## src/sv/cda_pkg.sv

```systemverilog
package cda_pkg;

   // field widths
   localparam int DAY_W    = 5;
   localparam int MONTH_W  = 4;
   localparam int YEAR_W   = 12;
   localparam int DNUM_W   = 21;
   localparam int HOUR_W   = 25;
   localparam int ORDER_W  = 2;

   // command codes
   localparam logic [1:0] CMD_ADD     = 2'd0;
   localparam logic [1:0] CMD_SUB     = 2'd1;
   localparam logic [1:0] CMD_DIFF    = 2'd2;
   localparam logic [1:0] CMD_COMPARE = 2'd3;

   // compare outcomes
   localparam logic [ORDER_W-1:0] ORDER_EQUAL  = 2'd0;
   localparam logic [ORDER_W-1:0] ORDER_A_LATE = 2'd1;
   localparam logic [ORDER_W-1:0] ORDER_B_LATE = 2'd2;

   // calendar limits
   localparam logic [YEAR_W-1:0]  MaxYear   = 12'd4095;
   localparam logic [YEAR_W-1:0]  CenturyBase = 12'd2000;
   // day number of 31 December of the last year
   localparam logic [DNUM_W-1:0]  DayTop    = 21'd1496033;
   // 2^20 * 400 / 146097, rounded: first guess of the year from a day number
   localparam logic [11:0]        YearRecip = 12'd2871;
   // 2^19 / 100, rounded up: exact quotient for values below 43690
   localparam logic [12:0]        HundredRecip = 13'd5243;

   typedef struct packed {
      logic [YEAR_W-1:0]  year;
      logic [MONTH_W-1:0] month;
      logic [DAY_W-1:0]   day;
   } date_type;

   typedef enum logic [2:0] {
      ST_IDLE,
      ST_DAYNUM,
      ST_EXEC,
      ST_ESTIMATE,
      ST_YEAR_FIX,
      ST_SUB_YEAR,
      ST_MONTH_WALK,
      ST_DONE
   } state_type;

   // commands from controller to datapath
   typedef struct packed {
      logic load;
      logic daynum;
      logic exec;
      logic estimate;
      logic year_step;
      logic sub_year;
      logic month_step;
   } ctl_type;

   // status from datapath to controller
   typedef struct packed {
      logic is_date;
      logic year_done;
      logic month_done;
   } stat_type;

   // quotient by 100 through a reciprocal multiply
   function automatic logic [5:0] div100(input logic [12:0] v);
      logic [25:0] prod;
      prod = {13'b0, v} * {13'b0, HundredRecip};
      return prod[24:19];
   endfunction

   function automatic logic is_leap(input logic [YEAR_W-1:0] y);
      logic [5:0]  q;
      logic [12:0] cent;
      logic        whole;
      q     = div100({1'b0, y});
      cent  = 13'(q) * 13'd100;
      whole = ({1'b0, y} == cent);
      return ((y[1:0] == 2'd0) && !whole) || (whole && (q[1:0] == 2'd0));
   endfunction

   function automatic logic [DAY_W-1:0] month_len(input logic [MONTH_W-1:0] m,
                                                  input logic leap);
      logic [DAY_W-1:0] len;
      len = 5'd31;
      if (m inside {4'd4, 4'd6, 4'd9, 4'd11})
         len = 5'd30;
      else if (m == 4'd2)
         len = leap ? 5'd29 : 5'd28;
      return len;
   endfunction

   // days before the first of the month in a common year
   function automatic logic [8:0] month_start(input logic [MONTH_W-1:0] m);
      logic [8:0] s;
      case (m)
         4'd2:    s = 9'd31;
         4'd3:    s = 9'd59;
         4'd4:    s = 9'd90;
         4'd5:    s = 9'd120;
         4'd6:    s = 9'd151;
         4'd7:    s = 9'd181;
         4'd8:    s = 9'd212;
         4'd9:    s = 9'd243;
         4'd10:   s = 9'd273;
         4'd11:   s = 9'd304;
         4'd12:   s = 9'd334;
         default: s = 9'd0;
      endcase
      return s;
   endfunction

   // days from 1 January of year 0 to 1 January of year y
   function automatic logic [DNUM_W-1:0] days_before_year(input logic [12:0] y);
      logic [21:0] base;
      logic [10:0] q4;
      logic [5:0]  q100;
      logic [5:0]  q400;
      base = 22'(y) * 22'd365;
      q4   = 11'((y + 13'd3) >> 2);
      q100 = div100(y + 13'd99);
      q400 = div100(y + 13'd399) >> 2;
      return DNUM_W'(base + 22'(q4) - 22'(q100) + 22'(q400));
   endfunction

   // fold short years into this century and clamp month and day
   function automatic date_type normalize(input logic [DAY_W-1:0] d,
                                          input logic [MONTH_W-1:0] m,
                                          input logic [YEAR_W-1:0] y);
      date_type         r;
      logic [DAY_W-1:0] len;
      r.year  = (y < 12'd100) ? y + CenturyBase : y;
      r.month = (m == 4'd0) ? 4'd1 : ((m > 4'd12) ? 4'd12 : m);
      len     = month_len(r.month, is_leap(r.year));
      r.day   = (d == 5'd0) ? 5'd1 : ((d > len) ? len : d);
      return r;
   endfunction

   function automatic logic [DNUM_W-1:0] day_number(input date_type dt);
      logic leap_adj;
      leap_adj = is_leap(dt.year) && (dt.month > 4'd2);
      return days_before_year({1'b0, dt.year}) + DNUM_W'(month_start(dt.month))
             + DNUM_W'(leap_adj) + DNUM_W'(dt.day) - DNUM_W'(1);
   endfunction

endpackage

```

## src/sv/cda_ctrl.sv

```systemverilog
module cda_ctrl (
   input  logic                clock,
   input  logic                reset,
   input  logic                start,
   input  cda_pkg::stat_type   stat,
   output cda_pkg::ctl_type    ctl,
   output logic                busy,
   output logic                rsp_valid
);

   cda_pkg::state_type state_ff;
   cda_pkg::state_type state_in;

   // hold the state
   always_ff @(posedge clock) begin
      if (reset) begin
         state_ff <= cda_pkg::ST_IDLE;
      end else begin
         state_ff <= state_in;
      end
   end

   // sequence one request through conversion, operation and, for add and subtract, date rebuild
   always_comb begin
      state_in  = state_ff;
      ctl       = '0;
      busy      = 1'b1;
      rsp_valid = 1'b0;
      case (state_ff)
         cda_pkg::ST_IDLE: begin
            busy = 1'b0;
            if (start) begin
               ctl.load = 1'b1;
               state_in = cda_pkg::ST_DAYNUM;
            end
         end
         cda_pkg::ST_DAYNUM: begin
            ctl.daynum = 1'b1;
            state_in   = cda_pkg::ST_EXEC;
         end
         cda_pkg::ST_EXEC: begin
            ctl.exec = 1'b1;
            state_in = stat.is_date ? cda_pkg::ST_ESTIMATE : cda_pkg::ST_DONE;
         end
         cda_pkg::ST_ESTIMATE: begin
            ctl.estimate = 1'b1;
            state_in     = cda_pkg::ST_YEAR_FIX;
         end
         cda_pkg::ST_YEAR_FIX: begin
            ctl.year_step = 1'b1;
            if (stat.year_done)
               state_in = cda_pkg::ST_SUB_YEAR;
         end
         cda_pkg::ST_SUB_YEAR: begin
            ctl.sub_year = 1'b1;
            state_in     = cda_pkg::ST_MONTH_WALK;
         end
         cda_pkg::ST_MONTH_WALK: begin
            ctl.month_step = 1'b1;
            if (stat.month_done)
               state_in = cda_pkg::ST_DONE;
         end
         cda_pkg::ST_DONE: begin
            rsp_valid = 1'b1;
            state_in  = cda_pkg::ST_IDLE;
         end
         default: begin
            state_in = cda_pkg::ST_IDLE;
         end
      endcase
   end

endmodule

```

## src/sv/cda_datapath.sv

```systemverilog
module cda_datapath #(
   parameter int AMOUNT_WIDTH = 16
) (
   input  logic                              clock,
   input  cda_pkg::ctl_type                  ctl,
   output cda_pkg::stat_type                 stat,
   input  logic [1:0]                        req_command,
   input  logic [cda_pkg::DAY_W-1:0]         req_day_a,
   input  logic [cda_pkg::MONTH_W-1:0]       req_month_a,
   input  logic [cda_pkg::YEAR_W-1:0]        req_year_a,
   input  logic [cda_pkg::DAY_W-1:0]         req_day_b,
   input  logic [cda_pkg::MONTH_W-1:0]       req_month_b,
   input  logic [cda_pkg::YEAR_W-1:0]        req_year_b,
   input  logic [AMOUNT_WIDTH-1:0]           req_day_amount,
   output logic [cda_pkg::DAY_W-1:0]         rsp_res_day,
   output logic [cda_pkg::MONTH_W-1:0]       rsp_res_month,
   output logic [cda_pkg::YEAR_W-1:0]        rsp_res_year,
   output logic [cda_pkg::DNUM_W-1:0]        rsp_day_count,
   output logic [cda_pkg::HOUR_W-1:0]        rsp_hour_count,
   output logic [cda_pkg::ORDER_W-1:0]       rsp_order,
   output logic                              rsp_range_error
);

   localparam int SUM_W = ((AMOUNT_WIDTH > cda_pkg::DNUM_W) ?
                           AMOUNT_WIDTH : cda_pkg::DNUM_W) + 1;

   logic [1:0]                   cmd_ff, cmd_in;
   cda_pkg::date_type            date_a_ff, date_a_in;
   cda_pkg::date_type            date_b_ff, date_b_in;
   logic [AMOUNT_WIDTH-1:0]      amt_ff, amt_in;
   logic [cda_pkg::DNUM_W-1:0]   num_a_ff, num_a_in;
   logic [cda_pkg::DNUM_W-1:0]   num_b_ff, num_b_in;
   logic [cda_pkg::DNUM_W-1:0]   n_ff, n_in;
   logic [cda_pkg::YEAR_W-1:0]   y_ff, y_in;
   logic [cda_pkg::MONTH_W-1:0]  m_ff, m_in;
   logic [cda_pkg::DNUM_W-1:0]   day_count_ff, day_count_in;
   logic [cda_pkg::HOUR_W-1:0]   hour_count_ff, hour_count_in;
   logic [cda_pkg::ORDER_W-1:0]  order_ff, order_in;
   logic                         range_ff, range_in;

   logic                         is_date;
   logic [SUM_W-1:0]             a_ext, amt_ext, sum;
   logic [cda_pkg::DNUM_W-1:0]   diff;
   logic [25:0]                  hours;
   logic [32:0]                  est_prod;
   logic [12:0]                  est_year;
   logic [cda_pkg::DNUM_W-1:0]   dby_y, dby_next;
   logic                         year_dec, year_inc;
   logic [cda_pkg::DAY_W-1:0]    len_m;
   logic                         month_more;

   assign is_date = (cmd_ff == cda_pkg::CMD_ADD) || (cmd_ff == cda_pkg::CMD_SUB);

   // operations on the day numbers and the day amount
   assign a_ext   = SUM_W'(num_a_ff);
   assign amt_ext = SUM_W'(amt_ff);
   assign sum     = a_ext + amt_ext;
   assign diff    = (num_a_ff > num_b_ff) ? num_a_ff - num_b_ff : num_b_ff - num_a_ff;
   assign hours   = 26'({diff, 4'b0}) + 26'({diff, 3'b0});

   // first guess of the year, clamped to the last year
   assign est_prod = 33'(n_ff) * 33'(cda_pkg::YearRecip);
   assign est_year = est_prod[32:20];

   // one year correction a cycle, lowering first
   assign dby_y    = cda_pkg::days_before_year({1'b0, y_ff});
   assign dby_next = cda_pkg::days_before_year(13'(y_ff) + 13'd1);
   assign year_dec = (y_ff != 12'd0) && (dby_y > n_ff);
   assign year_inc = !year_dec && (y_ff != cda_pkg::MaxYear) && (dby_next <= n_ff);

   // one month a cycle through the remaining days of the year
   assign len_m      = cda_pkg::month_len(m_ff, cda_pkg::is_leap(y_ff));
   assign month_more = (m_ff < 4'd12) && (n_ff >= cda_pkg::DNUM_W'(len_m));

   assign stat.is_date    = is_date;
   assign stat.year_done  = !year_dec && !year_inc;
   assign stat.month_done = !month_more;

   // next values of the working registers
   always_comb begin
      cmd_in        = cmd_ff;
      date_a_in     = date_a_ff;
      date_b_in     = date_b_ff;
      amt_in        = amt_ff;
      num_a_in      = num_a_ff;
      num_b_in      = num_b_ff;
      n_in          = n_ff;
      y_in          = y_ff;
      m_in          = m_ff;
      day_count_in  = day_count_ff;
      hour_count_in = hour_count_ff;
      order_in      = order_ff;
      range_in      = range_ff;

      if (ctl.load) begin
         cmd_in    = req_command;
         date_a_in = cda_pkg::normalize(req_day_a, req_month_a, req_year_a);
         date_b_in = cda_pkg::normalize(req_day_b, req_month_b, req_year_b);
         amt_in    = req_day_amount;
      end

      if (ctl.daynum) begin
         num_a_in = cda_pkg::day_number(date_a_ff);
         num_b_in = cda_pkg::day_number(date_b_ff);
      end

      if (ctl.exec) begin
         day_count_in  = '0;
         hour_count_in = '0;
         order_in      = cda_pkg::ORDER_EQUAL;
         range_in      = 1'b0;
         n_in          = '0;
         case (cmd_ff)
            cda_pkg::CMD_ADD: begin
               if (sum > SUM_W'(cda_pkg::DayTop)) begin
                  n_in     = cda_pkg::DayTop;
                  range_in = 1'b1;
               end else begin
                  n_in = cda_pkg::DNUM_W'(sum);
               end
            end
            cda_pkg::CMD_SUB: begin
               if (amt_ext > a_ext) begin
                  range_in = 1'b1;
               end else begin
                  n_in = cda_pkg::DNUM_W'(a_ext - amt_ext);
               end
            end
            cda_pkg::CMD_DIFF: begin
               day_count_in  = diff;
               hour_count_in = hours[25] ? '1 : hours[24:0];
            end
            cda_pkg::CMD_COMPARE: begin
               if (num_a_ff > num_b_ff)
                  order_in = cda_pkg::ORDER_A_LATE;
               else if (num_a_ff < num_b_ff)
                  order_in = cda_pkg::ORDER_B_LATE;
            end
            default: begin
               order_in = cda_pkg::ORDER_EQUAL;
            end
         endcase
      end

      if (ctl.estimate)
         y_in = est_year[12] ? cda_pkg::MaxYear : est_year[11:0];

      if (ctl.year_step) begin
         if (year_dec)
            y_in = y_ff - 12'd1;
         else if (year_inc)
            y_in = y_ff + 12'd1;
      end

      if (ctl.sub_year) begin
         n_in = n_ff - dby_y;
         m_in = 4'd1;
      end

      if (ctl.month_step && month_more) begin
         n_in = n_ff - cda_pkg::DNUM_W'(len_m);
         m_in = m_ff + 4'd1;
      end
   end

   // hold the working registers
   always_ff @(posedge clock) begin
      cmd_ff        <= cmd_in;
      date_a_ff     <= date_a_in;
      date_b_ff     <= date_b_in;
      amt_ff        <= amt_in;
      num_a_ff      <= num_a_in;
      num_b_ff      <= num_b_in;
      n_ff          <= n_in;
      y_ff          <= y_in;
      m_ff          <= m_in;
      day_count_ff  <= day_count_in;
      hour_count_ff <= hour_count_in;
      order_ff      <= order_in;
      range_ff      <= range_in;
   end

   // drive the result, date fields only for add and subtract
   assign rsp_res_day     = is_date ? 5'(n_ff + 21'd1) : '0;
   assign rsp_res_month   = is_date ? m_ff : '0;
   assign rsp_res_year    = is_date ? y_ff : '0;
   assign rsp_day_count   = day_count_ff;
   assign rsp_hour_count  = hour_count_ff;
   assign rsp_order       = order_ff;
   assign rsp_range_error = range_ff;

endmodule

```

## src/sv/calendar_date_arithmetic.sv

```systemverilog
// Channel   Direction  Handshake              Payload
// request   in         start high, busy low   req_command, req_day_a .. req_day_amount
// response  out        rsp_valid, one cycle   rsp_res_day .. rsp_range_error
//
// Difference and compare pass the day-number and execute states before rsp_valid.
// Add and subtract go on to a year guess, at most one one-year
// correction and a walk of up to eleven months, one month a cycle.
// Synchronous active-high reset returns the controller to idle.
// busy stays high until the response cycle ends; the response is never stalled.
module calendar_date_arithmetic #(
   parameter int AMOUNT_WIDTH = 16
) (
   input  logic                              clock,
   input  logic                              reset,
   input  logic                              start,
   output logic                              busy,
   input  logic [1:0]                        req_command,
   input  logic [cda_pkg::DAY_W-1:0]         req_day_a,
   input  logic [cda_pkg::MONTH_W-1:0]       req_month_a,
   input  logic [cda_pkg::YEAR_W-1:0]        req_year_a,
   input  logic [cda_pkg::DAY_W-1:0]         req_day_b,
   input  logic [cda_pkg::MONTH_W-1:0]       req_month_b,
   input  logic [cda_pkg::YEAR_W-1:0]        req_year_b,
   input  logic [AMOUNT_WIDTH-1:0]           req_day_amount,
   output logic                              rsp_valid,
   output logic [cda_pkg::DAY_W-1:0]         rsp_res_day,
   output logic [cda_pkg::MONTH_W-1:0]       rsp_res_month,
   output logic [cda_pkg::YEAR_W-1:0]        rsp_res_year,
   output logic [cda_pkg::DNUM_W-1:0]        rsp_day_count,
   output logic [cda_pkg::HOUR_W-1:0]        rsp_hour_count,
   output logic [cda_pkg::ORDER_W-1:0]       rsp_order,
   output logic                              rsp_range_error
);

   cda_pkg::ctl_type  ctl;
   cda_pkg::stat_type stat;

   // sequence each request
   cda_ctrl u_ctrl (
      .clock     (clock),
      .reset     (reset),
      .start     (start),
      .stat      (stat),
      .ctl       (ctl),
      .busy      (busy),
      .rsp_valid (rsp_valid)
   );

   // convert, operate and rebuild the date
   cda_datapath #(
      .AMOUNT_WIDTH (AMOUNT_WIDTH)
   ) u_datapath (
      .clock           (clock),
      .ctl             (ctl),
      .stat            (stat),
      .req_command     (req_command),
      .req_day_a       (req_day_a),
      .req_month_a     (req_month_a),
      .req_year_a      (req_year_a),
      .req_day_b       (req_day_b),
      .req_month_b     (req_month_b),
      .req_year_b      (req_year_b),
      .req_day_amount  (req_day_amount),
      .rsp_res_day     (rsp_res_day),
      .rsp_res_month   (rsp_res_month),
      .rsp_res_year    (rsp_res_year),
      .rsp_day_count   (rsp_day_count),
      .rsp_hour_count  (rsp_hour_count),
      .rsp_order       (rsp_order),
      .rsp_range_error (rsp_range_error)
   );

endmodule

```

## config.mk

```make
export PLATFORM = sky130hd
export DESIGN_NAME = calendar_date_arithmetic
export DESIGN_NICKNAME = d
export VERILOG_FILES = /design/src/sv/cda_pkg.sv /design/src/sv/cda_ctrl.sv /design/src/sv/cda_datapath.sv /design/src/sv/calendar_date_arithmetic.sv
export SDC_FILE = /design/constraint.sdc
export NUM_CORES = 2
export LEC_CHECK = 0
export ABC_AREA = 1
export BUFFER_PORTS_ARGS = -buffer_cell sky130_fd_sc_hd__clkbuf_2
export CORE_UTILIZATION = 27
export CTS_CLUSTER_DIAMETER = 100
export DETAILED_ROUTE_END_ITERATION = 6
export GPL_TIMING_DRIVEN = 0
export SLEW_MARGIN = 20
export SYNTH_ARGS = -nofsm -noshare
export SYNTH_HDL_FRONTEND = slang
export SYNTH_SLANG_ARGS = --single-unit
```

## constraint.sdc

```tcl
create_clock -name clock -period 12.1 [get_ports clock]
set_input_delay 1.21 -clock clock [delete_from_list [all_inputs] [get_ports clock]]
set_output_delay 1.21 -clock clock [all_outputs]
set_load 0.01 [all_outputs]
```

==> qor.yml <==
status:
  status: "complete, no violations"
global_routing:
  grt_remaining_overflow: 0
  grt_max_degree: 30
  grt_pass1_wl_um: 332000
  grt_use_total_pct: 14.1
  first_global_vias: 61400
  antenna_found_initial: 15
floorplanning:
  fp-row-count: 198
  boundaryPins: 135
  die_h_um: 544
  die_w_um: 544
  coreArea_mm2: 0.292
  initial_core_util_pct: 27.2
  die_area_mm2: 0.296
routing:
  drtIter0Drc: 3396
  vias_per_cell: 4.43
  vias: 59900
  wirelength_um: 208000
  wl_per_cell_um: 15.4
  postRouteAntennaNets: 0
  drc_errors: 0
  drt-pass1-iter-count: 6
worst_setup_path:
  critPathRequiredTime_ns: 12.64
  end_kind: "flip-flop"
  critPathMaxStageDelay_ns: 0.63
  worst_setup_path_start_kind: "flip-flop"
  critical_path.most_common_cell: "nand2_1"
  worst-setup-path-type: "reg2reg"
  worstPathArrival_ns: 12.15
  slowest_stage: "fa_1"
  critical_path.max_fanout: 6
sta:
  fmax_ghz: 0.0861
  hold_violations: 0
  period_share_pct: 95.9
  period_minus_slack_ns: 11.61
  setup_viol: 0
  rsz0062_at_grt: "yes"
  maxSlewHeadroom_pct: 29.5
  worst_slew_pin_slew_ns: 1.05
  holdWs_ns: 0.542
  skew_ns: 0.0207
  drv_slew: 0
placement:
  place_congestion: 0.928
  numPortBuffers: 134
  dp_hpwl_um: 179000
synth:
  ys_ff_latch: 207
  syn_nets: 12200
  synth_edf_count: 174
  syn_inst: 9219
  synth_flop_cell: "edfxtp_1"
  synth_seq_area_share_pct: 7.42
  syn_area_per_cell_um2: 8.60
  synthesis.area_mm2: 0.0793
  ys_types: 71
  synth_warnings: 0
  synth-async-reset-ratio_pct: 0
clocking:
  cts.clk_slew.worst_paths_ns: 0.06
  clock_latency_ns: 0.64
  root_buffer: "clkbuf_16"
  cts_tree: "done"
  cts.sinks: 207
  cts_inserted_buffers: 31
  clock_path_buffers: 3
  ctsHoldBuffers: 0
  cts_max_level: 1
final_layout:
  final_common_cell: "inv_1"
  drive_above_1_share_pct: 7.99
  fin_nets: 12600
  fillers: 30900
  areaGrowthSynthToFinish_pct: 12.5
  layout_common_cells: "2397 x inv_1, 1871 x ha_1, 1085 x nand2_1"
job:
  max_cap_violations: 0
worst_hold_path:
  holdCritPathClass: "reg2reg"
==> stage by stage <==
step / cell area [um^2] / worst slack, ns / instances / utilization [%] / TNS, ns
global placement: 84800 / -3.70 / 13300 / 29.1 / -84.05
detailed placement: 85000 / -2.71 / 13300 / 29.1 / -53.98
floorplan: 79300 / 0.337 / 9219 / - / 0
finish: 89200 / 0.491 / 13500 / 30.6 / 0
CTS: 87300 / 0.00551 / 13400 / 29.9 / 0
global route: 89200 / -0.168 / 13500 / 30.6 / -0.919
==> flip-flops by register name, indices dropped and copies added, names as in the netlist, named ones only <==
| register | cells |
|---|---|
| u_datapath.rsp_day_count | 21 |
| u_datapath.cmd_ff | 2 |
| u_datapath.rsp_order | 2 |
| u_datapath.n_ff | 21 |
| u_datapath.num_b_ff | 21 |
| u_datapath.num_a_ff | 21 |
| u_datapath.amt_ff | 16 |
| u_datapath.date_a_ff | 21 |
| u_datapath.rsp_range_error | 1 |
| u_datapath.rsp_hour_count | 23 |
| u_ctrl.state_ff | 3 |
| u_datapath.date_b_ff | 21 |
| u_datapath.y_ff | 12 |
| u_datapath.m_ff | 4 |
==> final cells by class <==
class                   count  area [um^2]  share of cell area, %
multi-input cells        6486        64900                   72.8
inverters                2460         9380                   10.5
flip-flops and latches    207         5930                   6.65
well taps                3900         4880                   5.47
repair buffers            360         2540                   2.85
clock buffers              31          776                  0.870
plain buffers              65          437                  0.490
clock inverters            25          283                  0.317
diodes                      1         2.50                0.00281
==> timing repair <==
action                                  CTS  global route
gates cloned                              0             0
endpoints found under the setup margin   42            62
setup buffers                            82           139
pin swaps                                 8            49
endpoints found under the hold margin     0             0
resized for setup                       143           169
==> worst max-delay path: cells and delay by family (launching register included) <==
| family | cells | cell delay [ns] |
|---|---|---|
| xor gates and xnor gates | 3 | 0.65 |
| AOI/OAI and AO/OA | 7 | 1.06 |
| buffers and inverters | 14 | 1.36 |
| DFF | 1 | 0.39 |
| and+or+nand+nor | 24 | 2.65 |
| adders and majority gates | 13 | 5.35 |
==> synth_stat cells (all sizes together), types with 2 or more instances <==
master      n  area, um^2
xnor2     122        1070
edfxtp    174        5230
a31o        3        26.3
and3        2        12.5
o31ai      16         120
buf        41         288
nand3b      8        60.1
clkbuf     25        95.1
mux2i       7        70.1
o21ai     307        1550
nor3       50         255
o221ai      5        43.8
a311oi      2        17.5
o22ai      19         119
nand2    1114        4280
a21oi     530        2670
a21boi     18         135
xor2      351        3300
nor3b       6        45.0
ha       1899       23800
a211o       3        26.3
and2        4        25.0
dfxtp      33         661
o21bai     32         240
nor4       22         138
o21a       21         158
o211ai     21         158
or2        22         138
fa       1056       21100
a31oi      23         144
o2111ai     4        35.0
a221oi      5        43.8
a21o       46         345
inv      2454        9220
nand3     234        1200
a22oi       5        37.5
nor2      417        1650
a211oi     19         143
clkinv      6        23.8
nand4      85         532
==> worst paths after layout <==
check                                   startpoint                 end  slack, ns  depth (start not counted)
worst max register to register  u_datapath.y_ff[2]  u_ctrl.state_ff[2]       0.49                         61
worst max-delay path            u_datapath.y_ff[2]  u_ctrl.state_ff[2]       0.49                         61
worst min register to register  u_ctrl.state_ff[0]  u_ctrl.state_ff[0]       0.54                          2
worst min-delay path            u_ctrl.state_ff[0]  u_ctrl.state_ff[0]       0.54                          2
==> cell families (layout without fill, tap and decap cells) <==
| family | Yosys count | in the layout | synth area share (%) |
|---|---|---|---|
| mux | 7 | 7 | 0.0884 |
| buf+inv | 2526 | 2941 | 12.1 |
| other cells | 0 | 1 | 0 |
| flops | 207 | 207 | 7.42 |
| xor+xnor | 474 | 474 | 5.53 |
| fa+ha+maj | 2955 | 2955 | 56.6 |
| compound gates | 1086 | 1086 | 7.67 |
| simple gates | 1964 | 1964 | 10.5 |
==> metal layers <==
layer / GRT usage [%] / share of wire [%] / vias to the layer above
met4: 2.70 / 2.2 / 0
met5: 0 / 0 / -
met3: 1.25 / 4.0 / 196
li1: - / - / 29800
met2: 24.4 / 47 / 1121
met1: 19.1 / 47 / 28800
Power is left out: the tool's default activity adds up to more than one toggle a clock period on the data nets, which glitch-free logic cannot reach.
